`src/rtl/core/ipfwd_pkg.sv`:
```
`timescale 1ns / 1ps
// Types, codes and sizes shared by the IPv4 forwarding decision block.
// No dependencies.
package ipfwd_pkg;

  localparam int RT_ENTRIES = 16;
  localparam int RT_IDX_W   = $clog2(RT_ENTRIES);
  localparam int RT_L1      = RT_ENTRIES / 2;   // candidates after the lookup stage
  localparam int RT_L2      = RT_ENTRIES / 8;   // candidates after the reduce stage
  localparam int PORT_COUNT = 4;
  localparam int CFG_REGS   = 4;

  // Verdict codes
  localparam logic [3:0] VERD_DROP          = 4'd0;
  localparam logic [3:0] VERD_ARP_REPLY     = 4'd1;
  localparam logic [3:0] VERD_ARP_LEARN     = 4'd2;
  localparam logic [3:0] VERD_ECHO_REPLY    = 4'd3;
  localparam logic [3:0] VERD_PORT_UNREACH  = 4'd4;
  localparam logic [3:0] VERD_FORWARD       = 4'd5;
  localparam logic [3:0] VERD_TIME_EXCEEDED = 4'd6;
  localparam logic [3:0] VERD_NET_UNREACH   = 4'd7;
  localparam logic [3:0] VERD_ROUTE_WRITTEN = 4'd8;

  localparam logic       ACT_ROUTE_WRITE = 1'b0;
  localparam logic [1:0] KIND_ARP        = 2'd1;
  localparam logic [1:0] KIND_IPV4       = 2'd2;
  localparam logic [1:0] ARP_OPC_REQ     = 2'd1;
  localparam logic [1:0] ARP_OPC_RPL     = 2'd2;
  localparam logic [7:0] PROTO_ICMP      = 8'd1;
  localparam logic [7:0] PROTO_TCP       = 8'd6;
  localparam logic [7:0] PROTO_UDP       = 8'd17;
  localparam logic [7:0] ICMP_ECHO_REQ   = 8'd8;
  localparam logic [7:0] TTL_ECHO        = 8'd64;
  localparam logic [7:0] TTL_ICMP_ERR    = 8'd255;

  typedef struct packed {
    logic        action;
    logic [1:0]  frame_kind;
    logic [1:0]  arp_opcode;
    logic        header_ok;
    logic [31:0] addr;
    logic [7:0]  ip_proto;
    logic [7:0]  icmp_kind;
    logic [7:0]  ttl;
    logic [1:0]  port;
    logic [3:0]  route_index;
    logic [31:0] route_mask;
    logic [31:0] route_gateway;
  } ipf_in_t;

  typedef struct packed {
    logic [3:0]  verdict;
    logic [1:0]  out_port;
    logic [31:0] next_hop;
    logic [7:0]  new_ttl;
    logic [31:0] source_addr;
  } ipf_out_t;

  // One longest-prefix candidate as it moves down the reduce tree
  typedef struct packed {
    logic        hit;
    logic [31:0] mask;
    logic [31:0] gw;
    logic [1:0]  egress;
  } rt_cand_t;

  // lo holds the lower slot numbers; it wins ties
  function automatic rt_cand_t rt_pick(rt_cand_t lo, rt_cand_t hi);
    if (hi.hit && (!lo.hit || hi.mask > lo.mask)) begin
      return hi;
    end
    return lo;
  endfunction

endpackage

```
`src/rtl/core/ipv4_forwarding_decision.sv`:
```
`timescale 1ns / 1ps
// IPv4 forwarding decision: route table, header classification and
// pipelined longest-prefix match. Depends on ipfwd_pkg.
//
//  channel | ports                       | transfer
//  --------+-----------------------------+----------------------------------
//  input   | start, busy, in_data        | start & !busy at a rising edge
//  result  | out_strobe, out_data        | every cycle out_strobe is high
//  config  | cfg_valid, cfg_ready,       | cfg_valid & cfg_ready
//          | cfg_index, cfg_data         |
//
// One item enters per cycle while busy is low. Depth is set by the route
// compare stage, a two-level mask reduce stage and the final pick/verdict
// stage; each of them registers its result.
// Synchronous active-low reset clears route valid bits, interface
// addresses and pipeline valids; busy is high for the cycle after reset.
// The receiver cannot stall, so the pipeline never holds.
module ipv4_forwarding_decision (
  input  logic                  clk,
  input  logic                  rst_n,
  input  logic                  start,
  output logic                  busy,
  input  ipfwd_pkg::ipf_in_t    in_data,
  output logic                  out_strobe,
  output ipfwd_pkg::ipf_out_t   out_data,
  input  logic                  cfg_valid,
  output logic                  cfg_ready,
  input  logic [1:0]            cfg_index,
  input  logic [31:0]           cfg_data
);
  import ipfwd_pkg::*;

  logic        busy_r;
  logic [31:0] port_addr_r [CFG_REGS];

  logic        rt_valid_r  [RT_ENTRIES];
  logic [31:0] rt_prefix_r [RT_ENTRIES];
  logic [31:0] rt_mask_r   [RT_ENTRIES];
  logic [31:0] rt_gw_r     [RT_ENTRIES];
  logic [1:0]  rt_egress_r [RT_ENTRIES];

  logic        in_xfer;
  logic        rt_wr;
  logic [RT_IDX_W-1:0] rt_wr_idx;

  // stage 1
  logic        s1_valid_r, s1_lpm_r;
  ipf_out_t    s1_pre_r;
  logic [7:0]  s1_ttl_r;
  rt_cand_t    s1_cand_r [RT_L1];
  logic        s1_lpm_nxt;
  ipf_out_t    s1_pre_nxt;
  rt_cand_t    s1_cand_nxt [RT_L1];

  // stage 2
  logic        s2_valid_r, s2_lpm_r;
  ipf_out_t    s2_pre_r;
  logic [7:0]  s2_ttl_r;
  rt_cand_t    s2_cand_r [RT_L2];
  rt_cand_t    s2_cand_nxt [RT_L2];

  // output stage
  logic        out_strobe_r;
  ipf_out_t    out_data_r;
  ipf_out_t    out_data_nxt;

  assign busy       = busy_r;
  assign cfg_ready  = !busy_r;
  assign in_xfer    = start && !busy_r;
  assign rt_wr      = in_xfer && (in_data.action == ACT_ROUTE_WRITE)
                      && (int'(in_data.route_index) < RT_ENTRIES);
  assign rt_wr_idx  = in_data.route_index[RT_IDX_W-1:0];
  assign out_strobe = out_strobe_r;
  assign out_data   = out_data_r;

  // ---- stage 1: classify header, compare all routes, first pair reduce ----
  always_comb begin
    logic [31:0] ing;
    logic        port_ok;
    logic        for_router;
    rt_cand_t    c_lo, c_hi;
    int          a, b;

    ing        = port_addr_r[in_data.port];
    port_ok    = int'(in_data.port) < PORT_COUNT;
    for_router = 1'b0;
    for (int p = 0; p < PORT_COUNT; p++) begin
      if (port_addr_r[p] == in_data.addr) begin
        for_router = 1'b1;
      end
    end

    s1_lpm_nxt = 1'b0;
    s1_pre_nxt = '0;
    s1_pre_nxt.verdict  = VERD_DROP;
    s1_pre_nxt.out_port = in_data.port;

    if (in_data.action == ACT_ROUTE_WRITE) begin
      s1_pre_nxt.verdict  = VERD_ROUTE_WRITTEN;
      s1_pre_nxt.out_port = '0;
    end else if (!port_ok) begin
      s1_pre_nxt.verdict = VERD_DROP;
    end else if (in_data.frame_kind == KIND_ARP) begin
      if (in_data.addr == ing && in_data.arp_opcode == ARP_OPC_REQ) begin
        s1_pre_nxt.verdict     = VERD_ARP_REPLY;
        s1_pre_nxt.source_addr = ing;
      end else if (in_data.addr == ing && in_data.arp_opcode == ARP_OPC_RPL) begin
        s1_pre_nxt.verdict = VERD_ARP_LEARN;
      end
    end else if (in_data.frame_kind != KIND_IPV4 || !in_data.header_ok) begin
      s1_pre_nxt.verdict = VERD_DROP;
    end else if (for_router) begin
      if (in_data.ip_proto == PROTO_ICMP && in_data.icmp_kind == ICMP_ECHO_REQ) begin
        s1_pre_nxt.verdict     = VERD_ECHO_REPLY;
        s1_pre_nxt.new_ttl     = TTL_ECHO;
        s1_pre_nxt.source_addr = in_data.addr;
      end else if (in_data.ip_proto == PROTO_TCP || in_data.ip_proto == PROTO_UDP) begin
        s1_pre_nxt.verdict     = VERD_PORT_UNREACH;
        s1_pre_nxt.new_ttl     = TTL_ICMP_ERR;
        s1_pre_nxt.source_addr = ing;
      end
    end else begin
      // route lookup; carry ingress address for the ICMP error cases
      s1_lpm_nxt             = 1'b1;
      s1_pre_nxt.source_addr = ing;
    end

    for (int j = 0; j < RT_L1; j++) begin
      a = 2 * j;
      b = 2 * j + 1;
      c_lo.hit    = rt_valid_r[a] && (((in_data.addr ^ rt_prefix_r[a]) & rt_mask_r[a]) == '0);
      c_lo.mask   = rt_mask_r[a];
      c_lo.gw     = rt_gw_r[a];
      c_lo.egress = rt_egress_r[a];
      c_hi.hit    = rt_valid_r[b] && (((in_data.addr ^ rt_prefix_r[b]) & rt_mask_r[b]) == '0);
      c_hi.mask   = rt_mask_r[b];
      c_hi.gw     = rt_gw_r[b];
      c_hi.egress = rt_egress_r[b];
      s1_cand_nxt[j] = rt_pick(c_lo, c_hi);
    end
  end

  // ---- stage 2: two reduce levels ----
  always_comb begin
    rt_cand_t lvl [RT_L1/2];
    for (int j = 0; j < RT_L1 / 2; j++) begin
      lvl[j] = rt_pick(s1_cand_r[2*j], s1_cand_r[2*j+1]);
    end
    for (int k = 0; k < RT_L2; k++) begin
      s2_cand_nxt[k] = rt_pick(lvl[2*k], lvl[2*k+1]);
    end
  end

  // ---- stage 3: last pick and route verdict ----
  always_comb begin
    rt_cand_t best;
    best         = rt_pick(s2_cand_r[0], s2_cand_r[1]);
    out_data_nxt = s2_pre_r;
    if (s2_lpm_r) begin
      out_data_nxt.next_hop = '0;
      if (!best.hit) begin
        out_data_nxt.verdict = VERD_NET_UNREACH;
        out_data_nxt.new_ttl = TTL_ICMP_ERR;
      end else if (s2_ttl_r[7:1] == '0) begin
        // arriving TTL of zero or one has expired
        out_data_nxt.verdict = VERD_TIME_EXCEEDED;
        out_data_nxt.new_ttl = TTL_ICMP_ERR;
      end else begin
        out_data_nxt.verdict     = VERD_FORWARD;
        out_data_nxt.out_port    = best.egress;
        out_data_nxt.next_hop    = best.gw;
        out_data_nxt.new_ttl     = s2_ttl_r - 8'd1;
        out_data_nxt.source_addr = '0;
      end
    end
  end

  // control state
  always_ff @(posedge clk) begin
    if (!rst_n) begin
      busy_r       <= 1'b1;
      s1_valid_r   <= 1'b0;
      s2_valid_r   <= 1'b0;
      out_strobe_r <= 1'b0;
      for (int p = 0; p < CFG_REGS; p++) begin
        port_addr_r[p] <= '0;
      end
      for (int i = 0; i < RT_ENTRIES; i++) begin
        rt_valid_r[i] <= 1'b0;
      end
    end else begin
      busy_r       <= 1'b0;
      s1_valid_r   <= in_xfer;
      s2_valid_r   <= s1_valid_r;
      out_strobe_r <= s2_valid_r;
      if (cfg_valid && cfg_ready) begin
        port_addr_r[cfg_index] <= cfg_data;
      end
      if (rt_wr) begin
        rt_valid_r[rt_wr_idx] <= 1'b1;
      end
    end
  end

  // route payload and pipeline payload
  always_ff @(posedge clk) begin
    if (rt_wr) begin
      rt_prefix_r[rt_wr_idx] <= in_data.addr;
      rt_mask_r[rt_wr_idx]   <= in_data.route_mask;
      rt_gw_r[rt_wr_idx]     <= in_data.route_gateway;
      rt_egress_r[rt_wr_idx] <= in_data.port;
    end
    s1_lpm_r  <= s1_lpm_nxt;
    s1_pre_r  <= s1_pre_nxt;
    s1_ttl_r  <= in_data.ttl;
    s1_cand_r <= s1_cand_nxt;
    s2_lpm_r  <= s1_lpm_r;
    s2_pre_r  <= s1_pre_r;
    s2_ttl_r  <= s1_ttl_r;
    s2_cand_r <= s2_cand_nxt;
    out_data_r <= out_data_nxt;
  end

  // ---- assertions ----
  a_strobe_has_item: assert property (@(posedge clk) disable iff (!rst_n)
    out_strobe |-> $past(in_xfer, 3))
    else $error("result without an accepted item");

  a_item_has_strobe: assert property (@(posedge clk) disable iff (!rst_n)
    ($past(in_xfer, 3) && $past(rst_n, 2) && $past(rst_n, 1)) |-> out_strobe)
    else $error("accepted item lost");

  a_forward_ttl: assert property (@(posedge clk) disable iff (!rst_n)
    (out_strobe && out_data.verdict == VERD_FORWARD) |->
      (out_data.new_ttl != '0 && out_data.source_addr == '0))
    else $error("forward with bad ttl or source");

  a_write_clean: assert property (@(posedge clk) disable iff (!rst_n)
    (out_strobe && out_data.verdict == VERD_ROUTE_WRITTEN) |->
      (out_data.next_hop == '0 && out_data.new_ttl == '0
       && out_data.source_addr == '0 && out_data.out_port == '0))
    else $error("route write result not clean");

endmodule

```
`config.mk`:
```
export PLATFORM = sky130hd
export DESIGN_NAME = ipv4_forwarding_decision
export DESIGN_NICKNAME = d
export VERILOG_FILES = /design/src/rtl/core/ipfwd_pkg.sv /design/src/rtl/core/ipv4_forwarding_decision.sv
export SDC_FILE = /design/constraint.sdc
export NUM_CORES = 2
export LEC_CHECK = 0
export BUFFER_PORTS_ARGS = -buffer_cell sky130_fd_sc_hd__clkbuf_2
export CAP_MARGIN = 20
export CORE_MARGIN = 1
export CORE_UTILIZATION = 56
export DETAILED_ROUTE_END_ITERATION = 7
export GPL_TIMING_DRIVEN = 0
export PLACE_DENSITY = 0.75
export SETUP_SLACK_MARGIN = 0.05
export SLEW_MARGIN = 5
export SYNTH_ARGS = -nofsm -noshare
export SYNTH_HDL_FRONTEND = slang
export SYNTH_SLANG_ARGS = --single-unit
```
`constraint.sdc`:
```
create_clock -name clk -period 9.3 [get_ports clk]
set_clock_uncertainty 0.2 [all_clocks]
set_input_delay 0.93 -clock clk [delete_from_list [all_inputs] [get_ports clk]]
set_output_delay 0.93 -clock clk [all_outputs]
set_load 0.05 [all_outputs]
```
==> metrics <==
Total GRT Usage=a little over two fifths; register bit total from synthesis=between 2000 and 3000; ys async rst share=0%; worst-margin pin slew=between 1 and 1.5 ns; status=finished, final reports clean; Final GP Congestion=1.00; share of cells above drive strength 1=18.2%; EDFF count, synth=1696; Worst Setup Start Kind=register; Clock Sinks=roughly 2600; clock-pin slew on the worst setup and hold paths=about 0.060 ns; max cap viols=0; final hold violation count=0; area delta synth->final=14.2%; crit share post-route=between 80% and 90%; Crit path required time=about 10 ns; residual DRC count=0; Synth top area share=between 40% and 50%; Worst EP arrival=about 8.9 ns; Port Buffers=250; unrepaired setup endpoints after global routing=no; total CTS buffers=282; overall routed net length=between 400 and 500 mm; r2r endpoint=s2_cand_r[34]; count of pins over their slew limit=0; final period demand of the worst path=a little over 8 ns; sequential share of the synthesized area=a little over three fifths; worst reg2reg path startpoint=s1_cand_r[132]; Synth Warn #=0; die area=195000 sq um; post-route antenna net violation count=0; Max Used Layer=met5; initial antenna violation count=between 60 and 70; critical path fanouts, max=10; Power Density=around 190 nW/um^2; worst hold path type=in -> reg; global-route wire length before repair=between 500 and 600 mm; # setup viols final=0; r2r setup slk=1.08 ns; cell total after placement=roughly 11000; H-tree depth=5; fin cells=about 11000; Wirelength per Cell=37.4 um; Final HPWL DP=305 mm; Critical Path Sink Type=register; Syn Nets=roughly 8500; most frequent cells after synthesis=edfxtp_1, dfxtp_1, xor2_1, inv_1, mux2_2; Worst VDD drop=approximately 0.26 mV; # rows=between 150 and 200; critical path class=reg -> reg; clk buf depth=4; Max-Slew Margin vs Limit=16.1%; Post-CTS Resized=0; 1st-iter DRT viols=approximately 12000; Synth area leader=edfxtp_1; predominant post-synthesis flop cell=edfxtp_1; io pins=251; DRT met1 WL=between 150 and 200 mm; Mapped Avg Cell Area=between 10 and 15 sq um; clk_lat worst skew=about 0.97 ns; Final Net Count=roughly 9000; FMAX=between 100 and 150 MHz; Die Span X=442 um; Initial DRT Pass Iterations=8; Hold EP=s1_valid_r; Cells after Synth=7876; routed vias=73500; Die Ht=around 440 um; global route total overflow=0; Pleak=around 48 nW; largest net degree at the start of global routing=34; post-synthesis instance area=108000 sq um; initial core utilization=a little under three fifths; WHS=around 0.055 ns; R2R depth=20; Root Driver=clkbuf_16; dominant cell by count in the synthesized netlist=edfxtp_1; met3 wire length=around 51 mm; post-synth cell types=just under 80; area of the core=192000 sq um; setup TNS=0 ns; Area contributors post-synth=edfxtp_1, dfxtp_1, ha_1, mux2_2, xor2_1; Hold Crit Start=start; Filler Cells Inserted=~14000; Routed met2 length=181 mm; CTS tree=yes; vias per cell=between 6 and 7; vias in the first global route=around 70000; hold path cells=2
-- cells by family (layout without fill, tap and decap cells) --
kind of cell,count (synthesis),count (layout),share of synthesized area (%)
flops,2560,2560,62.9
simple gates,1391,1391,6.86
compound gates,1055,1055,6.60
buf+inv,889,1755,3.70
mux,824,824,8.93
xor+xnor,676,676,5.46
fa+ha+maj,481,481,5.55
other cells,0,25,0
-- power breakdown --
| group | switching (W) | total [W] | internal [W] | leakage, nW |
|---|---|---|---|---|
| registers | 0.0000445 | 0.0122 | 0.0122 | 22.7 |
| clock network | 0.00455 | 0.0109 | 0.00634 | 4.31 |
| logic | 0.000779 | 0.00102 | 0.000239 | 20.9 |
| total | 0.00537 | 0.0241 | 0.0188 | 47.9 |
-- worst max-delay path by stage --
stage | start | end | slack [ns] | depth (start not counted)
2_1_floorplan | in_data[131] | rt_egress_r[0][0] | 0.23 | 4
3_3_place_gp | in_data[131] | rt_mask_r[4][12] | -7.16 | 6
3_5_place_dp | s1_cand_r[132] | s2_cand_r[34] | 1.23 | 20
4_1_cts | s1_cand_r[132] | s2_cand_r[61] | 1.24 | 20
5_1_grt | s1_cand_r[383] | s2_cand_r[111] | 1.08 | 19
6_report | s1_cand_r[132] | s2_cand_r[34] | 1.08 | 20
-- registers in the layout, indices dropped and copies added, names as in the netlist --
signal,cells
s2_valid_r,1
out_data,78
rt_mask_r,512
busy,1
s1_ttl_r,8
rt_gw_r,512
s1_valid_r,1
rt_egress_r,32
s2_ttl_r,8
s1_pre_r,39
port_addr_r,128
s2_cand_r,134
rt_valid_r,16
s1_lpm_r,1
out_strobe,1
s2_pre_r,39
s2_lpm_r,1
s1_cand_r,536
rt_prefix_r,512
-- per-stage QoR --
stage	power, W	util, %	instance area, sq um	setup slack (ns)
CTS	0.0241	64.3	124000	1.24
detailed placement	0.0134	59.7	115000	1.23
global route	0.0246	64.4	124000	1.08
finish	0.0241	64.4	124000	1.08
global placement	0.0134	58.7	113000	-7.16
floorplan	0.0128	-	108000	0.233
-- layer usage --
metal	vias to the layer above	track usage [%]
met5	-	0
met3	1064	9.97
met4	12	28.5
li1	30600	-
met1	36600	56.3
met2	5163	62.4
-- placed cells by master (no fill, tap or decap), types with 39 or more instances in the layout --
cell type  count
nand4_1      323
o21ai_0       99
dfxtp_1      864
and2_1       166
a221oi_1      43
buf_12        47
nor2_1       161
mux2_4        77
xor2_1       562
xnor2_1      114
clkinv_2      39
buf_2         88
mux2_2       494
mux2i_1      198
clkbuf_1     231
inv_1        543
o22ai_1       45
nand2_1      271
ha_1         481
edfxtp_1    1696
and3_1        87
a31oi_1       69
a21o_1        59
nor3_1        44
nand3_1      155
clkbuf_2     251
nor4_1        63
o211ai_1     138
a22oi_1      158
a21oi_1      266
clkbuf_16    291
buf_6         80
buf_4         55
-- area by class of cell --
| type | instances | area (sq um) | area share (%) |
|---|---|---|---|
| flip-flops and latches | 2560 | 68200 | 55.1 |
| multi-input cells | 4427 | 36400 | 29.4 |
| clock buffers | 393 | 7940 | 6.41 |
| repair buffers | 377 | 3160 | 2.55 |
| well taps | 2526 | 3160 | 2.55 |
| inverters | 544 | 2040 | 1.65 |
| plain buffers | 345 | 1980 | 1.60 |
| clock inverters | 96 | 905 | 0.730 |
| diodes | 25 | 62.6 | 0.0505 |
-- worst max-delay path: stages, from the launching register on --
cell and delay, ns:
dfxtp_1 0.33, inv_1 0.05, ha_1 0.29, nand4_1 0.17
nor4_1 0.72, and2_1 0.25, o31ai_1 0.09, a21oi_1 0.22
buf_2 0.52, buf_2 0.68, mux2i_1 1.07, inv_1 0.11
ha_1 0.36, nand4_1 0.10, or2_2 0.33, nor3_1 0.25
o41ai_1 0.12, a21oi_1 0.54, buf_1 0.83, buf_2 0.60
mux2i_1 0.30
-- timing repair --
action	in CTS	in global routing
setup buffers	0	0
hold buffers	8	0
endpoints found under the hold margin	8	0
No activity file was read; power rests on OpenSTA's default activity.
